==> src/tplm_pkg.sv <==
`timescale 1ns / 1ps
// Shared types and constants of the track pool lifecycle manager.
package tplm_pkg;

    typedef enum logic [1:0] {
        CMD_ALLOC = 2'd0,
        CMD_EVAL  = 2'd1,
        CMD_FRAME = 2'd2,
        CMD_NONE  = 2'd3
    } t_cmd;

    localparam int CFG_INDEX_W = 3;
    localparam int CFG_DATA_W  = 40;

    localparam logic [CFG_INDEX_W-1:0] REG_AREA_RATE_GAIN  = 3'd0;
    localparam logic [CFG_INDEX_W-1:0] REG_BASE_RATE       = 3'd1;
    localparam logic [CFG_INDEX_W-1:0] REG_LOW_ACT_SCALE   = 3'd2;
    localparam logic [CFG_INDEX_W-1:0] REG_FRAME_WIDTH     = 3'd3;
    localparam logic [CFG_INDEX_W-1:0] REG_FRAME_HEIGHT    = 3'd4;
    localparam logic [CFG_INDEX_W-1:0] REG_VALIDATE_AGE    = 3'd5;
    localparam logic [CFG_INDEX_W-1:0] REG_TERMINATE_GAP   = 3'd6;
    localparam logic [CFG_INDEX_W-1:0] REG_START_DIST      = 3'd7;

    // 50.0 square pixels in Q23.8
    localparam logic [30:0] MIN_AREA_Q8   = 31'd12800;
    // 1e6 events/s scaled to Q16 and Q24
    localparam logic [63:0] RATE_NUM_Q16  = 64'd65536000000;
    localparam logic [94:0] RATE_NUM_Q24  = 95'd16777216000000;
    // frame margins: 10 px low side, 11 px high side, Q12.4
    localparam logic signed [17:0] EDGE_LO_Q4 = 18'sd160;
    localparam logic signed [17:0] EDGE_HI_Q4 = 18'sd176;

    typedef struct packed {
        logic [1:0]         cmd;
        logic [4:0]         slot_index;
        logic signed [15:0] pos_x;
        logic signed [15:0] pos_y;
        logic signed [15:0] box_width;
        logic signed [15:0] box_height;
        logic [39:0]        now_time;
        logic [39:0]        last_event_time;
        logic [39:0]        start_time;
        logic [31:0]        mean_interval;
    } t_in_item;

    typedef struct packed {
        logic [4:0]  result_slot;
        logic [31:0] unique_id;
        logic        granted;
        logic        slot_was_active;
        logic        track_deleted;
        logic        newly_validated;
        logic [15:0] new_distance_threshold;
        logic [5:0]  live_count;
    } t_out_item;

    typedef struct packed {
        logic [31:0] area_rate_gain;
        logic [31:0] base_rate_threshold;
        logic [15:0] low_activity_scale;
        logic [11:0] frame_width;
        logic [11:0] frame_height;
        logic [39:0] validate_age;
        logic [39:0] terminate_gap;
        logic [15:0] start_distance_threshold;
    } t_cfg;

    localparam t_cfg CFG_RESET = '{
        area_rate_gain:           32'd0,
        base_rate_threshold:      32'd0,
        low_activity_scale:       16'd256,
        frame_width:              12'd640,
        frame_height:             12'd480,
        validate_age:             40'd50000,
        terminate_gap:            40'd100000,
        start_distance_threshold: 16'd0
    };

    // classified item handed from front to back
    typedef struct packed {
        t_cmd        cmd;
        logic [4:0]  slot_index;
        logic [31:0] mean_interval;
        logic [30:0] area;
        logic        oof;
        logic        idle;
        logic        old;
        logic        box_bad;
        logic        rate_ok;
    } t_cls;

    typedef enum logic [1:0] {
        BS_IDLE = 2'd0,
        BS_SCAN = 2'd1,
        BS_MATH = 2'd2,
        BS_DONE = 2'd3
    } t_bstate;

endpackage

==> src/tplm_front.sv <==
`timescale 1ns / 1ps
// Front unit: accepts items, runs the stateless tests and hands classified items on.
module tplm_front
    import tplm_pkg::*;
(
    input  logic     i_clk,
    input  logic     i_rst_n,
    input  t_cfg     i_cfg,
    input  logic     i_in_valid,
    input  t_in_item i_in_item,
    output logic     o_in_stall,
    output logic     o_push,
    output t_cls     o_push_item,
    input  logic     i_q_full
);

    logic               r_valid;
    t_cmd               r_cmd;
    logic [4:0]         r_slot;
    logic [31:0]        r_mi;
    logic               r_oof;
    logic               r_idle;
    logic               r_old;
    logic               r_bad;
    logic signed [31:0] r_p_area;
    logic [63:0]        r_bm;

    logic               w_accept;
    logic signed [40:0] w_idle_diff;
    logic signed [40:0] w_age_diff;
    logic signed [17:0] w_x;
    logic signed [17:0] w_y;
    logic signed [17:0] w_xmax;
    logic signed [17:0] w_ymax;
    logic               w_oof;
    logic signed [31:0] w_p_area;
    logic [63:0]        w_bm;
    logic [31:0]        w_abs;

    assign o_in_stall = r_valid && i_q_full;
    assign w_accept   = i_in_valid && !o_in_stall;
    assign o_push     = r_valid && !i_q_full;

    assign w_idle_diff = $signed({1'b0, i_in_item.now_time})
                       - $signed({1'b0, i_in_item.last_event_time});
    assign w_age_diff  = $signed({1'b0, i_in_item.now_time})
                       - $signed({1'b0, i_in_item.start_time});

    assign w_x    = 18'(i_in_item.pos_x);
    assign w_y    = 18'(i_in_item.pos_y);
    assign w_xmax = $signed({2'b00, i_cfg.frame_width, 4'b0000}) - EDGE_HI_Q4;
    assign w_ymax = $signed({2'b00, i_cfg.frame_height, 4'b0000}) - EDGE_HI_Q4;
    assign w_oof  = (w_x < EDGE_LO_Q4) || (w_x > w_xmax)
                 || (w_y < EDGE_LO_Q4) || (w_y > w_ymax);

    assign w_p_area = i_in_item.box_width * i_in_item.box_height;
    assign w_bm     = i_cfg.base_rate_threshold * i_in_item.mean_interval;

    always_ff @(posedge i_clk) begin
        if (!i_rst_n) begin
            r_valid <= 1'b0;
        end else if (w_accept) begin
            r_valid <= 1'b1;
        end else if (o_push) begin
            r_valid <= 1'b0;
        end
    end

    always_ff @(posedge i_clk) begin
        if (w_accept) begin
            r_cmd    <= t_cmd'(i_in_item.cmd);
            r_slot   <= i_in_item.slot_index;
            r_mi     <= i_in_item.mean_interval;
            r_oof    <= w_oof;
            r_idle   <= w_idle_diff > $signed({1'b0, i_cfg.terminate_gap});
            r_old    <= w_age_diff >= $signed({1'b0, i_cfg.validate_age});
            r_bad    <= (i_in_item.box_width <= 16'sd0) || (i_in_item.box_height <= 16'sd0);
            r_p_area <= w_p_area;
            r_bm     <= w_bm;
        end
    end

    // |w*h| clamped to the minimum area
    assign w_abs = r_p_area[31] ? 32'(-r_p_area) : r_p_area;

    always_comb begin
        o_push_item.cmd           = r_cmd;
        o_push_item.slot_index    = r_slot;
        o_push_item.mean_interval = r_mi;
        o_push_item.area          = (w_abs < 32'(MIN_AREA_Q8)) ? MIN_AREA_Q8 : w_abs[30:0];
        o_push_item.oof           = r_oof;
        o_push_item.idle          = r_idle;
        o_push_item.old           = r_old;
        o_push_item.box_bad       = r_bad;
        o_push_item.rate_ok       = r_bm < RATE_NUM_Q16;
    end

endmodule

==> config.mk <==
export PLATFORM = sky130hd
export DESIGN_NAME = tplm_front
export DESIGN_NICKNAME = d
export VERILOG_FILES = /design/src/tplm_pkg.sv /design/src/tplm_front.sv
export SDC_FILE = /design/constraint.sdc
export NUM_CORES = 2
export LEC_CHECK = 0
export ABC_AREA = 1
export BUFFER_PORTS_ARGS = -buffer_cell sky130_fd_sc_hd__clkbuf_2
export CAP_MARGIN = 10
export CORE_UTILIZATION = 60
export DETAILED_ROUTE_END_ITERATION = 8
export GPL_TIMING_DRIVEN = 0
export PLACE_DENSITY = 0.78
export SYNTH_ARGS = -nofsm -noshare
export SYNTH_HDL_FRONTEND = slang
export SYNTH_SLANG_ARGS = --single-unit
==> constraint.sdc <==
create_clock -name i_clk -period 19.7 [get_ports i_clk]
set_clock_uncertainty 0.2 [all_clocks]
set_input_delay 1.97 -clock i_clk [delete_from_list [all_inputs] [get_ports i_clk]]
set_output_delay 1.97 -clock i_clk [all_outputs]
set_load 0.005 [all_outputs]
==> impl_metrics.json <==
{
  "wl_per_cell_um": 21.8,
  "fin_crit_sh": 0.487,
  "h-tree-depth": 4,
  "r2r-end": "r_mi[6]$_DFFE_PP_",
  "cts_hold_buf": 0,
  "start_util": 0.605,
  "insertion_delay_ns": 0.50,
  "required_ns": 19.74,
  "maxCapViolations": 0,
  "synth_seq_cells": 118,
  "path_delay_family": "adder cells",
  "rsz0062_at_grt": "false",
  "synth_top_area_frac": 0.403,
  "critical_path_buf_inv_count": 6,
  "synth_area_leaders": "fa_1 (40%), inv_1 (15%), ha_1 (12%)",
  "io_pins": 504,
  "finalMaxSlewViolations": 0,
  "drive_above_1_share": 0.0616,
  "fmax_mhz": 104,
  "cp.depth": 23,
  "numCtsBuffers": 17,
  "final-setup-viol-count": 0,
  "hold_path_depth": 2,
  "cp_cell_sequence": "clkbuf_2 > clkbuf_1 > nand2_1 > fa_1 > fa_1 > inv_1 > fa_1 > fa_1 > fa_1 > fa_1 > fa_1 > inv_1 > fa_1 > inv_1 > ha_1 > nand2_1 > nor2_1 > inv_1 > nor4_1 > o211ai_1 > nand2_1 > a21oi_1 > xnor2_1",
  "grt_pass1_wl_um": 308000,
  "cp_data_arrival_time_ns": 9.62,
  "synth_cells": 7523,
  "slowest_delay_ns": 0.95,
  "final_common_cell": "inv_1",
  "totalWireLength_um": 201000,
  "critical_path_class": "input port to flip-flop",
  "regToRegSetupSlack_ns": 17.56,
  "synth_edf_count": 117,
  "grt_pass1_vias": 53300,
  "worstMarginPinSlew_ns": 1.36,
  "yosys_warnings": 0,
  "die_x_um": 312,
  "core_mm2": 0.0950,
  "crit_slowest_cell": "clkbuf_1",
  "firstDrtPassIters": 9,
  "hold_violations": 0,
  "nNetsFinal": 10100,
  "end_kind": "flip-flop",
  "drc_errors": 0,
  "cts_tree": "yes",
  "drt_first_iter_violations": 4422,
  "status": "finished clean",
  "fin_ws_ns": 10.12,
  "cts_setup_buffers": 0,
  "synth_ff_type": "edfxtp_1",
  "netlist_area_mm2": 0.0575,
  "clock_sinks": 118,
  "min_from": "r_valid$_SDFFE_PN0P_",
  "yosysTopAreaCell": "fa_1",
  "dpl.hpwl_um": 176000,
  "clk_path_buf_depth": 2,
  "start_kind": "input port",
  "dieHeight_um": 312,
  "cts_resized": 0,
  "slew_headroom": 0.0938,
  "layout_common_cells": "inv_1 (2,328), nand2_1 (1,769), fa_1 (1,159)",
  "avgViaCountPerCell": 5.51,
  "vias": 50900,
  "tns_ns": 0,
  "postRouteAntennaNets": 0,
  "root_buffer": "clkbuf_16",
  "grtUsageTotal": 0.426,
  "grt_antenna_before_repair": 13,
  "cp_max_fo": 10,
  "hold-path-endpoint": "r_valid$_SDFFE_PN0P_",
  "r2r_cells": 5,
  "ys_types": 52,
  "nFillCells": 8526,
  "synth.avg_cell_area_um2": 7.65,
  "area_delta_synth_final_pct": 7.52,
  "grt-ovfl-total": 0,
  "seq_area_frac_synth": 0.0614,
  "grt_max_degree": 31,
  "rows": 113,
  "r2r_start": "r_valid$_SDFFE_PN0P_",
  "dieArea_mm2": 0.0971,
  "mappedNetlistNets": 9640,
  "hold_path.class": "flip-flop to flip-flop",
  "post-place-ws_ns": 9.81,
  "fin_crit_ns": 9.58,
  "synth-async-reset-ratio": 0,
  "multi_input_area_mm2": 0.0442,
  "port_buffers": 408,
  "cpMostUsedCell": "fa_1",
  "place.gp.congestion": 1.07,
  "cts.clk_slew.worst_paths_ns": 0.07,
  "regArea_mm2": 0.00353
}
## kinds of logic (layout without fill, tap and decap cells)
kind of cell               after synthesis  after routing  share of synthesized area
buffers and inverters                 2596           3041                      0.170
other                                    0              6                          0
AOI/OAI and AO/OA                      594            594                     0.0582
and+or+nand+nor                       2330           2330                      0.162
DFF                                    118            118                     0.0614
adders and majority gates             1690           1690                      0.519
xor gates and xnor gates               195            195                     0.0298
## worst max path at each step
stage,start,end
floorplan,i_cfg[161],r_bm[61]$_DFFE_PP_
global placement,i_q_full,r_mi[18]$_DFFE_PP_
detailed placement,i_cfg[146],r_bm[60]$_DFFE_PP_
CTS,i_cfg[146],r_bm[60]$_DFFE_PP_
global route,i_in_item[13],r_bm[53]$_DFFE_PP_
finish,i_cfg[153],r_bm[57]$_DFFE_PP_
## stage by stage
step            util  std cells  instance area [um^2]  hold slack (ns)
6_report       0.651       9239                 61800            0.309
5_1_grt        0.651       9237                 61800            0.354
4_1_cts        0.651       9232                 61800            0.312
3_5_place_dp   0.644       9200                 61200            0.303
3_3_place_gp   0.644       9196                 61100            0.304
2_1_floorplan      -       7523                 57500            0.263
## synthesized netlist by cell type, types with 10 or more instances
cell,number
o21ai_1,10
a31oi_1,27
o21a_1,23
fa_1,1159
or2_2,13
o21bai_1,15
nand4_1,52
a21boi_0,11
xnor2_1,67
o21ai_0,146
ha_1,531
inv_1,2328
o211ai_1,12
nand2_1,1769
nor2_1,288
clkbuf_1,255
nor4_1,36
xor2_1,127
a21o_1,27
nor3_1,44
nand3_1,97
edfxtp_1,117
a21oi_1,289
## area by class of cell
class	instances	area share
multi-input cells	4809	0.715
inverters	2332	0.142
flip-flops and latches	118	0.0571
repair buffers	413	0.0344
well taps	1265	0.0256
plain buffers	264	0.0165
clock buffers	18	0.00694
clock inverters	14	0.00265
diodes	6	0.000243
## metal layers
| metal | GRT usage | wire length [um] |
|---|---|---|
| met1 | 0.499 | 70200 |
| met2 | 0.706 | 94600 |
| met3 | 0.0925 | 19900 |
| met4 | 0.280 | 16200 |
| met5 | 0 | 127 |
## sequential cells by signal, summed over array words and instances (netlist names), 2 cells and up
name,cells
r_p_area,32
r_cmd,2
r_mi,32
r_bm,42
r_slot,5
## worst register-to-register path, delay by kind of cell, from the launching register on
kind	cells	cell delay, ns
flip-flops	1	0.31
AND/OR/NAND/NOR	2	0.67
buffers and inverters	3	0.62
Power is left out: the tool's default activity adds up to more than one toggle a clock period on the data nets, which glitch-free logic cannot reach.
