## src/tplm_pkg.sv

```systemverilog
`timescale 1ns / 1ps
// Shared types and constants of the track pool lifecycle manager.
package tplm_pkg;

    typedef enum logic [1:0] {
        CMD_ALLOC = 2'd0,
        CMD_EVAL  = 2'd1,
        CMD_FRAME = 2'd2,
        CMD_NONE  = 2'd3
    } t_cmd;

    localparam int CFG_INDEX_W = 3;
    localparam int CFG_DATA_W  = 40;

    localparam logic [CFG_INDEX_W-1:0] REG_AREA_RATE_GAIN  = 3'd0;
    localparam logic [CFG_INDEX_W-1:0] REG_BASE_RATE       = 3'd1;
    localparam logic [CFG_INDEX_W-1:0] REG_LOW_ACT_SCALE   = 3'd2;
    localparam logic [CFG_INDEX_W-1:0] REG_FRAME_WIDTH     = 3'd3;
    localparam logic [CFG_INDEX_W-1:0] REG_FRAME_HEIGHT    = 3'd4;
    localparam logic [CFG_INDEX_W-1:0] REG_VALIDATE_AGE    = 3'd5;
    localparam logic [CFG_INDEX_W-1:0] REG_TERMINATE_GAP   = 3'd6;
    localparam logic [CFG_INDEX_W-1:0] REG_START_DIST      = 3'd7;

    // 50.0 square pixels in Q23.8
    localparam logic [30:0] MIN_AREA_Q8   = 31'd12800;
    // 1e6 events/s scaled to Q16 and Q24
    localparam logic [63:0] RATE_NUM_Q16  = 64'd65536000000;
    localparam logic [94:0] RATE_NUM_Q24  = 95'd16777216000000;
    // frame margins: 10 px low side, 11 px high side, Q12.4
    localparam logic signed [17:0] EDGE_LO_Q4 = 18'sd160;
    localparam logic signed [17:0] EDGE_HI_Q4 = 18'sd176;

    typedef struct packed {
        logic [1:0]         cmd;
        logic [4:0]         slot_index;
        logic signed [15:0] pos_x;
        logic signed [15:0] pos_y;
        logic signed [15:0] box_width;
        logic signed [15:0] box_height;
        logic [39:0]        now_time;
        logic [39:0]        last_event_time;
        logic [39:0]        start_time;
        logic [31:0]        mean_interval;
    } t_in_item;

    typedef struct packed {
        logic [4:0]  result_slot;
        logic [31:0] unique_id;
        logic        granted;
        logic        slot_was_active;
        logic        track_deleted;
        logic        newly_validated;
        logic [15:0] new_distance_threshold;
        logic [5:0]  live_count;
    } t_out_item;

    typedef struct packed {
        logic [31:0] area_rate_gain;
        logic [31:0] base_rate_threshold;
        logic [15:0] low_activity_scale;
        logic [11:0] frame_width;
        logic [11:0] frame_height;
        logic [39:0] validate_age;
        logic [39:0] terminate_gap;
        logic [15:0] start_distance_threshold;
    } t_cfg;

    localparam t_cfg CFG_RESET = '{
        area_rate_gain:           32'd0,
        base_rate_threshold:      32'd0,
        low_activity_scale:       16'd256,
        frame_width:              12'd640,
        frame_height:             12'd480,
        validate_age:             40'd50000,
        terminate_gap:            40'd100000,
        start_distance_threshold: 16'd0
    };

    // classified item handed from front to back
    typedef struct packed {
        t_cmd        cmd;
        logic [4:0]  slot_index;
        logic [31:0] mean_interval;
        logic [30:0] area;
        logic        oof;
        logic        idle;
        logic        old;
        logic        box_bad;
        logic        rate_ok;
    } t_cls;

    typedef enum logic [1:0] {
        BS_IDLE = 2'd0,
        BS_SCAN = 2'd1,
        BS_MATH = 2'd2,
        BS_DONE = 2'd3
    } t_bstate;

endpackage

```

## src/tplm_queue.sv

```systemverilog
`timescale 1ns / 1ps
// Two-entry queue of classified items between front and back units.
module tplm_queue
    import tplm_pkg::*;
(
    input  logic i_clk,
    input  logic i_rst_n,
    input  logic i_push,
    input  t_cls i_push_item,
    output logic o_full,
    output logic o_valid,
    output t_cls o_head,
    input  logic i_pop
);

    localparam int Q_PTR_W = 1;
    localparam int Q_DEPTH = 2 ** Q_PTR_W;

    t_cls               r_mem [Q_DEPTH];
    logic [Q_PTR_W-1:0] r_wr;
    logic [Q_PTR_W-1:0] r_rd;
    logic [Q_PTR_W:0]   r_count;

    logic w_push;
    logic w_pop;

    assign o_full  = r_count == (Q_PTR_W + 1)'(Q_DEPTH);
    assign o_valid = r_count != '0;
    assign o_head  = r_mem[r_rd];
    assign w_push  = i_push && !o_full;
    assign w_pop   = i_pop && o_valid;

    always_ff @(posedge i_clk) begin
        if (!i_rst_n) begin
            r_wr    <= '0;
            r_rd    <= '0;
            r_count <= '0;
        end else begin
            if (w_push) begin
                r_wr <= r_wr + 1'b1;
            end
            if (w_pop) begin
                r_rd <= r_rd + 1'b1;
            end
            unique case ({w_push, w_pop})
                2'b10:   r_count <= r_count + 1'b1;
                2'b01:   r_count <= r_count - 1'b1;
                default: r_count <= r_count;
            endcase
        end
    end

    always_ff @(posedge i_clk) begin
        if (w_push) begin
            r_mem[r_wr] <= i_push_item;
        end
    end

endmodule

```

## config.mk

```make
export PLATFORM = sky130hd
export DESIGN_NAME = tplm_queue
export DESIGN_NICKNAME = d
export VERILOG_FILES = /design/src/tplm_pkg.sv /design/src/tplm_queue.sv
export SDC_FILE = /design/constraint.sdc
export NUM_CORES = 1
export LEC_CHECK = 0
export BUFFER_PORTS_ARGS = -buffer_cell sky130_fd_sc_hd__buf_2
export CAP_MARGIN = 20
export CELL_PAD_IN_SITES_DETAIL_PLACEMENT = 0
export CELL_PAD_IN_SITES_GLOBAL_PLACEMENT = 1
export CORE_ASPECT_RATIO = 0.6
export CORE_UTILIZATION = 47
export CTS_CLUSTER_SIZE = 28
export DETAILED_ROUTE_END_ITERATION = 16
export PLACE_DENSITY = 0.95
export SLEW_MARGIN = 20
export SYNTH_ARGS = -nofsm -noshare
export SYNTH_HDL_FRONTEND = slang
export SYNTH_SLANG_ARGS = --single-unit
```

## constraint.sdc

```tcl
create_clock -name i_clk -period 5.92 [get_ports i_clk]
set_clock_uncertainty 0.15 [all_clocks]
set_input_delay 1.776 -clock i_clk [delete_from_list [all_inputs] [get_ports i_clk]]
set_output_delay 1.776 -clock i_clk [all_outputs]
set_load 0.01 [all_outputs]
```

==> results of run 1 <==
[cell families (layout without fill, tap and decap cells)]
kind of cell,Yosys count,in the layout,share of synthesized area (%)
flops,155,155,81.63
mux,75,75,14.97
buf+inv,11,192,1.131
simple gates,9,9,0.9983
compound gates,5,5,0.5767
xor+xnor,3,3,0.4659
fa+ha+maj,1,1,0.2218
[cells in the mapped netlist, drive strengths merged]
library cell and instances:
edfxtp 150, or3 2, nor2b 2, and3 1, dfxtp 5, and2 1
ha 1, xnor2 3, mux2 75, o21ai 2, nand2 1, o21a 1
or2 1, inv 3, buf 8, a21boi 2, nand2b 1
[registers in the layout, summed over array words and instances, names as in the netlist, named ones only]
name	flops
r_wr	1
r_mem	150
r_rd	1
r_count	2
[how the worst min path moves through the flow]
stage | endpoint | cells past startpoint
after floorplan | r_wr | 2
after global placement | r_wr | 2
after detailed placement | r_wr | 2
after CTS | r_wr | 2
after global routing | r_wr | 2
final | r_wr | 2
[power by group through the flow]
stage / logic [mW] / clock network (mW) / registers [mW]
2_1_floorplan: 0.509 / 0 / 1.44
3_3_place_gp: 0.691 / 0 / 1.52
3_5_place_dp: 0.706 / 0 / 1.53
4_1_cts: 0.711 / 1.02 / 1.51
5_1_grt: 0.757 / 1.06 / 1.52
6_report: 0.701 / 0.996 / 1.50
[routing by layer]
metal | vias up | share of wire [%] | global-route usage [%]
li1 | 1360 | - | -
met5 | - | 0 | 0
met2 | 138 | 45 | 25.82
met1 | 1395 | 43 | 19.83
met3 | 12 | 10 | 7.916
met4 | 0 | 1.3 | 7.350
[layout make-up]
class / instances / area [sq um]
Timing Repair Buffer: 157 / 790.8
Fill cell: 829 / 4347
Inverter: 3 / 11.26
Sequential cell: 155 / 4608
Clock inverter: 14 / 122.6
Multi-Input combinational cell: 93 / 977.2
Tap cell: 160 / 200.2
Clock buffer: 18 / 429.2
[per-stage QoR]
stage	setup WS, ps	util, %	cells	instance area, sq um	total power [mW]
after floorplan	1708	-	259	5640	1.953
after global placement	2240	57.35	568	6588	2.207
after detailed placement	2179	57.35	568	6588	2.235
after CTS	1909	62.16	600	7139	3.238
after global routing	1837	62.16	600	7139	3.343
final	1938	62.16	600	7139	3.197
[worst max-delay path, stage by stage, from the launching register on]
cell and delay [ps]:
dfxtp_4 950, mux2_2 440, buf_2 140
==> results.md, run 1 <==
* Yosys warnings at 0
* Final #Nets at 507
* Tightest Pin Transition at 1027 ps
* CTS tree: yes
* Die footprint at 12460 sq um
* Total GRT Usage at 16.60%
* Wire per inst at 16.50 um
* Hold Slack at 342.9 ps
* Gate power share at 21.9%
* Top cell type's share of synthesized area at 79.86%
* Synthesized netlist cell count at 259
* Synth unique cells at 19
* Final Max Slew Viols at 0
* Period utilization at 67.26%
* Area growth syn-to-layout at 26.58%
* Syn nets at 339
* Sequential group share of total power at 46.9%
* CTS Hold Bufs at 0
* Critical Path RT at 3990 ps
* Core Region at 11490 sq um
* Max Root-Sink Buffers at 2
* DPL Wire Length at 6.402 mm
* Clk Latency, worst-skew pair at 400 ps
* Via density at 4.842
* Syn Std Cell Area at 5640 sq um
* Post-Route WL at 9.899 mm
* Fraction of final layout cells with drive strength greater than 1 at 60.91%
* PD cells at 447.8 nW/um^2
* PortBufs at 155
* H-tree depth at 4
* CP startpoint kind: flip-flop
* Post-CTS Resized at 0
* Maximum Capacitance Violations at 0
* DR pass1 iterations at 4
* Vias at 2905
* Worst R2R Setup Slack at 3570 ps
* Run status: finished clean
* Post-synthesis cell type with the largest combined area: edfxtp_1
* Syn avg cell area at 21.78 sq um
* Clk slew on worst S/H paths at 60 ps
* Die H at 86.86 um
* RR Endpoint: r_mem[0][13]
* Root Driver: clkbuf_16
* Reg2reg start: r_count[0]
* Row count at 30
* Critical Path End: o_head[57]
* First-pass GRT wire length at 14.72 mm
* Synth area leaders: edfxtp_1 80%, mux2_2 15%, dfxtp_1 1.8%
* Total congestion overflow at 0
* Final hold vios at 0
* RSZ-0062 raised after global routing: no
* CTS Sinks at 155
* Most common cell after layout, fill and taps aside: buf_2
* Antenna-violating nets left at 0
* Vias in the first global route at 3006
* Worst Hold Class: flip-flop to flip-flop
* Final setup viols at 0
* Arr. time, crit path at 2060 ps
* Effective utilization at floorplan at 49.11%
* Hold Path Origin: r_wr
* Setup TNS at 0 ps
* Min Clock Period, post-route at 3982 ps
* Post-CTS Setup Bufs at 0
* P_leak at 2.664 nW
* Critical path class: flip-flop to primary output
* Seq cells post-synth at 155
* RePlAce Congestion at 0.7733
* Psw at 869.4 uW
* Drt initial violations at 111
* Sequential share of the synthesized area at 81.63%
* Critical Path End Type: primary output
* Peak Freq at 251.2 MHz
* Sw Ratio at 27.20%
* I/O pins at 156
* Power share of the clock group at 31.2%
* Die X-Extent at 143.4 um
* Drt drc at 0
* FF-to-FF path depth at 5
* Relative slew slack at 31.55%
* CTS buffer count at 17
* Int Pwr at 2.328 mW
* Initial antenna violation count at 1
* VDD IR max at 0.0002332 V
* Largest net degree at the start of global routing at 76
* Most frequent cells in the layout: 155 x buf_2, 150 x edfxtp_1, 75 x mux2_2
* Ant. Diodes at 0
* Worst Path Max Fanout at 75
Note: power is estimated with default switching activity, not from simulation.
==> inputs of run 2 (changes only) <==
--- a/config.mk
+++ b/config.mk
@@ -10,10 +10,10 @@
 export CELL_PAD_IN_SITES_DETAIL_PLACEMENT = 0
 export CELL_PAD_IN_SITES_GLOBAL_PLACEMENT = 1
 export CORE_ASPECT_RATIO = 0.6
-export CORE_UTILIZATION = 47
+export CORE_UTILIZATION = 44
 export CTS_CLUSTER_SIZE = 28
 export DETAILED_ROUTE_END_ITERATION = 16
-export PLACE_DENSITY = 0.95
+export PLACE_DENSITY = 0.91
 export SLEW_MARGIN = 20
 export SYNTH_ARGS = -nofsm -noshare
 export SYNTH_HDL_FRONTEND = slang
==> constraint.sdc (replaced) <==
create_clock -name i_clk -period 4.18 [get_ports i_clk]
set_clock_uncertainty 0.15 [all_clocks]
set_input_delay 1.254 -clock i_clk [delete_from_list [all_inputs] [get_ports i_clk]]
set_output_delay 1.254 -clock i_clk [all_outputs]
set_load 0.01 [all_outputs]
==> run 2 against run 1 <==
Wire length grew 3.2%. Sequential power grew 39%. Final area grew 1.1%. Clock power grew 55%. Worst setup slack lost 1100 ps. Largest power group unchanged.
==> results.md, run 2 (synthesis results as in run 1) <==
* Peak Freq at 296.6 MHz
* Period utilization at 80.66%
* Min Clock Period, post-route at 3371 ps
* CTS Sinks at 155 (unchanged)
* Int Pwr at 3.433 mW (+47%)
* Final setup viols at 0 (unchanged)
* Most common cell after layout, fill and taps aside: buf_2
* Fraction of final layout cells with drive strength greater than 1 at 61.05% (+0.14 points)
* H-tree depth at 4 (unchanged)
* Die H at 89.70 um (+3.3%)
* Core Region at 12260 sq um (+6.7%)
* Post-CTS Setup Bufs at 0 (unchanged)
* RePlAce Congestion at 0.7490 (-3.1%)
* Setup TNS at 0 ps (unchanged)
* Row count at 31 (+3.3%)
* Psw at 1.235 mW (+42%)
* DPL Wire Length at 6.433 mm (+0.49%)
* Total GRT Usage at 16.03% (-0.57 points)
* Antenna-violating nets left at 0 (unchanged)
* Via density at 4.916 (+1.5%)
* Die footprint at 13290 sq um (+6.7%)
* Most frequent cells in the layout: 155 x buf_2, 150 x edfxtp_1, 75 x mux2_2
* PortBufs at 155 (unchanged)
* VDD IR max at 0.0003062 V (+31%)
* Cell family with most CP delay: flip-flops
* Drt initial violations at 135 (+22%)
* Arr. time, crit path at 1970 ps (-90 ps)
* Die X-Extent at 148.2 um (+3.3%)
* Total congestion overflow at 0 (unchanged)
* CP bufs+invs at 2 (+1)
* Critical path class: flip-flop to primary output
* Effective utilization at floorplan at 46.02% (-3.1 points)
* Largest registers: r_mem: 150 flops, r_count: 2 flops
* Sequential group share of total power at 44.7% (-2.2 points)
* RSZ-0062 raised after global routing: no
* Power share of the clock group at 32.9% (+1.7 points)
* Inst Count DP at 573 (+0.88%)
* Run status: finished clean
* CP startpoint kind: flip-flop
* CTS tree: yes
* CTS Hold Bufs at 0 (unchanged)
* Final instance count without filler cells at 604 (+0.67%)
* Tightest Pin Transition at 1016 ps (-10.94 ps)
* Final Max Slew Viols at 0 (unchanged)
* Root Driver: clkbuf_16
* First-pass GRT wire length at 15.55 mm (+5.7%)
* Gate power share at 22.4% (+0.5 points)
* Clk slew on worst S/H paths at 60 ps (about the same)
* CTS buffer count at 17 (unchanged)
* Worst Path Max Fanout at 45 (-40%)
* Wire per inst at 16.91 um (+2.5%)
* Maximum Capacitance Violations at 0 (unchanged)
* Area growth syn-to-layout at 27.91%
* Initial antenna violation count at 0 (-1)
* Vias at 2969 (+2.2%)
* Ant. Diodes at 0 (unchanged)
* Max reg flops at 150 (unchanged)
* DR pass1 iterations at 4 (unchanged)
* Post-CTS Resized at 0 (unchanged)
* Largest Register: r_mem
* PD cells at 647.0 nW/um^2 (+44%)
* Worst Hold Class: flip-flop to flip-flop
* Drt drc at 0 (unchanged)
* Largest net degree at the start of global routing at 76 (unchanged)
* Critical Path End Type: primary output
* Critical Path RT at 2780 ps (-1210 ps)
* Relative slew slack at 32.28% (+0.73 points)
* Crit-path max cell delay at 750 ps (-200 ps)
* Final #Nets at 507 (unchanged)
* Slowest CP cell: dfxtp_4
* CP cell instances: buf_12 > mux2_2 > buf_2
* Clk Latency, worst-skew pair at 400 ps (about the same)
* Final hold vios at 0 (unchanged)
* Sw Ratio at 26.45% (-0.74 points)
* Max Root-Sink Buffers at 2 (unchanged)
* Post-Route WL at 10.21 mm (+3.2%)
* Vias in the first global route at 3094 (+2.9%)
* P_leak at 2.695 nW (+1.1%)
* I/O pins at 156 (unchanged)
-- run 2: final cells by class --
class                   instances  area, sq um
fillers                       948         5042
multi-input cells              93        977.2
clock buffers                  18        429.2
inverters                       3        11.26
well taps                     165        206.4
clock inverters                13        166.4
repair buffers                157        815.8
flip-flops and latches        155         4608
-- run 2: power groups by stage --
stage          logic, mW  registers, mW  clock network [mW]
2_1_floorplan      0.721           2.04                   0
3_3_place_gp        1.04           2.11                   0
3_5_place_dp        1.05           2.12                   0
4_1_cts             1.06           2.09                1.57
5_1_grt             1.13           2.12                1.63
6_report            1.04           2.09                1.54
-- run 2: stage by stage --
step / area, sq um / worst slack [ps] / hold slack (ps) / utilization, % / power [mW]
6_report: 7214 / 808.5 / 355.1 / 58.86 / 4.668
5_1_grt: 7214 / 689.1 / 385.8 / 58.86 / 4.878
4_1_cts: 7214 / 756.0 / 359.1 / 58.86 / 4.719
3_5_place_dp: 6619 / 1196 / 345.3 / 54.00 / 3.172
3_3_place_gp: 6619 / 1209 / 326.5 / 54.00 / 3.147
2_1_floorplan: 5640 / 490.5 / 307.0 / - / 2.766
-- run 2: worst paths after layout --
check | startpoint | endpoint | slack [ps] | cells past startpoint
max | flip-flop | o_head[47] | 810 | 3
min | r_wr | r_wr | 360 | 2
max reg2reg | r_count[0] | r_mem[1][26] | 2160 | 2
min reg2reg | r_wr | r_wr | 360 | 2
-- run 2: worst min-delay path, stage by stage, from the launching register on --
cell and delay [ps]:
dfxtp_1 320, o21ai_0 70, a21boi_1 70
-- run 2: routing by layer --
layer | vias up | part of all wire (%) | track usage (%)
li1 | 1363 | - | -
met1 | 1454 | 44 | 20.31
met2 | 142 | 46 | 25.12
met3 | 10 | 8.9 | 6.091
met4 | 0 | 1.0 | 5.928
met5 | - | 0 | 0
==> inputs of run 3 (changes only) <==
==> constraint.sdc (replaced) <==
create_clock -name i_clk -period 3.2 [get_ports i_clk]
set_clock_uncertainty 0.15 [all_clocks]
set_input_delay 0.96 -clock i_clk [delete_from_list [all_inputs] [get_ports i_clk]]
set_output_delay 0.96 -clock i_clk [all_outputs]
set_load 0.01 [all_outputs]
==> run 3 against run 2 <==
Utilization about the same. Combinational power increased by 39%. Total power increased by 28%. First-iteration DRC count decreased by 8.1%. Critical path type unchanged. Largest power group unchanged.
==> results.md, run 3 (synthesis results as in run 1) <==
* Critical Path RT at 2090 ps (-690 ps)
* Run status: finished clean
* Slowest CP cell: dfxtp_4
* Min Clock Period, post-route at 2840 ps
* Area growth syn-to-layout at 27.97% (about the same)
* Tightest Pin Transition at 469.7 ps (-546.1 ps)
* Max Root-Sink Buffers at 2 (unchanged)
* FF-to-FF path depth at 5 (+3)
* Critical Path End Type: primary output
* Final Cell Area at 7218 sq um (about the same)
* CTS Hold Bufs at 0 (unchanged)
* Wire per inst at 16.79 um (-0.68%)
* Clk slew on worst S/H paths at 60 ps (about the same)
* Root Driver: clkbuf_16
* Maximum Capacitance Violations at 0 (unchanged)
* Post-layout util at 58.89% (about the same)
* Vias in the first global route at 3062 (-1.0%)
* RSZ-0062 raised after global routing: no
* Hold worst-path end: r_wr
* Setup TNS at 0 ps (unchanged)
* Clk Latency, worst-skew pair at 400 ps (about the same)
* DR pass1 iterations at 4 (unchanged)
* CP startpoint kind: flip-flop
* Largest Register: r_mem
* CTS tree: yes
* Most frequent cells in the layout: 155 x buf_2, 150 x edfxtp_1, 75 x mux2_2
* Hold Path Origin: r_wr
* Worst Hold Class: flip-flop to flip-flop
* Final #Nets at 510 (+0.59%)
* Drt initial violations at 124 (-8.1%)
* Filler cells at 931 (-1.8%)
* Period utilization at 88.74%
* Die X-Extent at 148.2 um (unchanged)
* Die footprint at 13290 sq um (unchanged)
* First-pass GRT wire length at 15.75 mm (+1.3%)
* Fraction of final layout cells with drive strength greater than 1 at 61.31% (+0.26 points)
* Post-Route WL at 10.19 mm (-0.19%)
* Total congestion overflow at 0 (unchanged)
* Final Power at 5.971 mW (+28%)
* Worst Path Max Fanout at 30 (-33%)
* Peak Freq at 352.2 MHz
* Final setup viols at 0 (unchanged)
* Worst R2R Setup Slack at 1190 ps (-970 ps)
* Die H at 89.70 um (unchanged)
* Via density at 4.876 (-0.80%)
* H-tree depth at 4 (unchanged)
* CP cell instances: buf_12 > mux2_2 > buf_2
* Total GRT Usage at 16.10% (+0.068 points)
* RR Endpoint: r_mem[0][32]
* I/O pins at 156 (unchanged)
* Initial antenna violation count at 1 (+1)
* Post-CTS Resized at 0 (unchanged)
* P_leak at 2.687 nW (-0.27%)
* CTS buffer count at 17 (unchanged)
* Post-CTS Setup Bufs at 0 (unchanged)
* Core Region at 12260 sq um (unchanged)
* Hold Path Stages at 2 (unchanged)
* PD cells at 827.2 nW/um^2 (+28%)
* Final hold vios at 0 (unchanged)
* Effective utilization at floorplan at 46.02% (unchanged)
* Vias at 2960 (-0.30%)
* Drt drc at 0 (unchanged)
* Max reg flops at 150 (unchanged)
* Largest net degree at the start of global routing at 76 (unchanged)
* Arr. time, crit path at 1730 ps (-240 ps)
* CP bufs+invs at 2 (unchanged)
* Largest registers: r_mem: 150 flops, r_count: 2 flops
* Most common cell after layout, fill and taps aside: buf_2
* CTS Sinks at 155 (unchanged)
* VDD IR max at 0.0004274 V (+40%)
* Row count at 31 (unchanged)
* PortBufs at 155 (unchanged)
* RePlAce Congestion at 0.7449 (-0.55%)
* Reg2reg start: r_count[0]
* Cell Area, Placed at 6670 sq um (+0.78%)
* Antenna-violating nets left at 0 (unchanged)
* DPL Wire Length at 6.677 mm (+3.8%)
* Relative slew slack at 68.69% (+36 points)
* Critical path class: flip-flop to primary output
* Final Max Slew Viols at 0 (unchanged)
* Crit-path max cell delay at 550 ps (-200 ps)
* Cell family with most CP delay: flip-flops
* Ant. Diodes at 0 (unchanged)
[run 3: per-layer routing]
metal	vias up	part of all wire [%]	global-route usage, %
met1	1472	44	19.40
met5	-	0	0
met2	112	47	26.10
met3	14	7.1	5.533
li1	1362	-	-
met4	0	1.5	7.474
[run 3: worst register-to-register path: stages, from the launching register on]
cell        delay [ps]
dfxtp_1            410
nand2b_2           190
inv_2               50
or3_1              360
clkinvlp_4         110
buf_12             350
[run 3: power breakdown]
part	internal, mW	switching, mW	total, mW
registers	2.56	0.115	2.68
clock network	1.07	0.778	1.84
logic	0.714	0.733	1.45
total	4.34	1.63	5.97
[run 3: cell type report]
| type | count | area (sq um) | share of cell area, % |
|---|---|---|---|
| Sequential cell | 155 | 4608 | 63.84 |
| Clock buffer | 17 | 425.4 | 5.894 |
| Tap cell | 165 | 206.4 | 2.860 |
| Inverter | 3 | 15.01 | 0.2080 |
| Multi-Input combinational cell | 93 | 977.2 | 13.54 |
| Clock inverter | 14 | 122.6 | 1.699 |
| Timing Repair Buffer | 160 | 863.3 | 11.96 |
[run 3: worst max path at each step]
stage,startpoint,end,slack [ps],cells past startpoint
final,flip-flop,o_head[10],360,3
after global routing,flip-flop,o_head[34],270,3
after floorplan,i_push,r_mem[0][0],420,3
after detailed placement,i_push,r_mem[0][37],670,5
after global placement,i_push,r_mem[0][37],700,5
after CTS,flip-flop,o_head[34],320,3
[run 3: per-stage QoR]
stage / cells / hold slack (ps) / setup WS (ps)
after floorplan: 259 / 306.7 / 417.1
after global placement: 576 / 321.1 / 703.2
after detailed placement: 576 / 340.5 / 672.7
after CTS: 607 / 348.9 / 324.5
after global routing: 607 / 391.7 / 265.7
final: 607 / 351.6 / 360.4
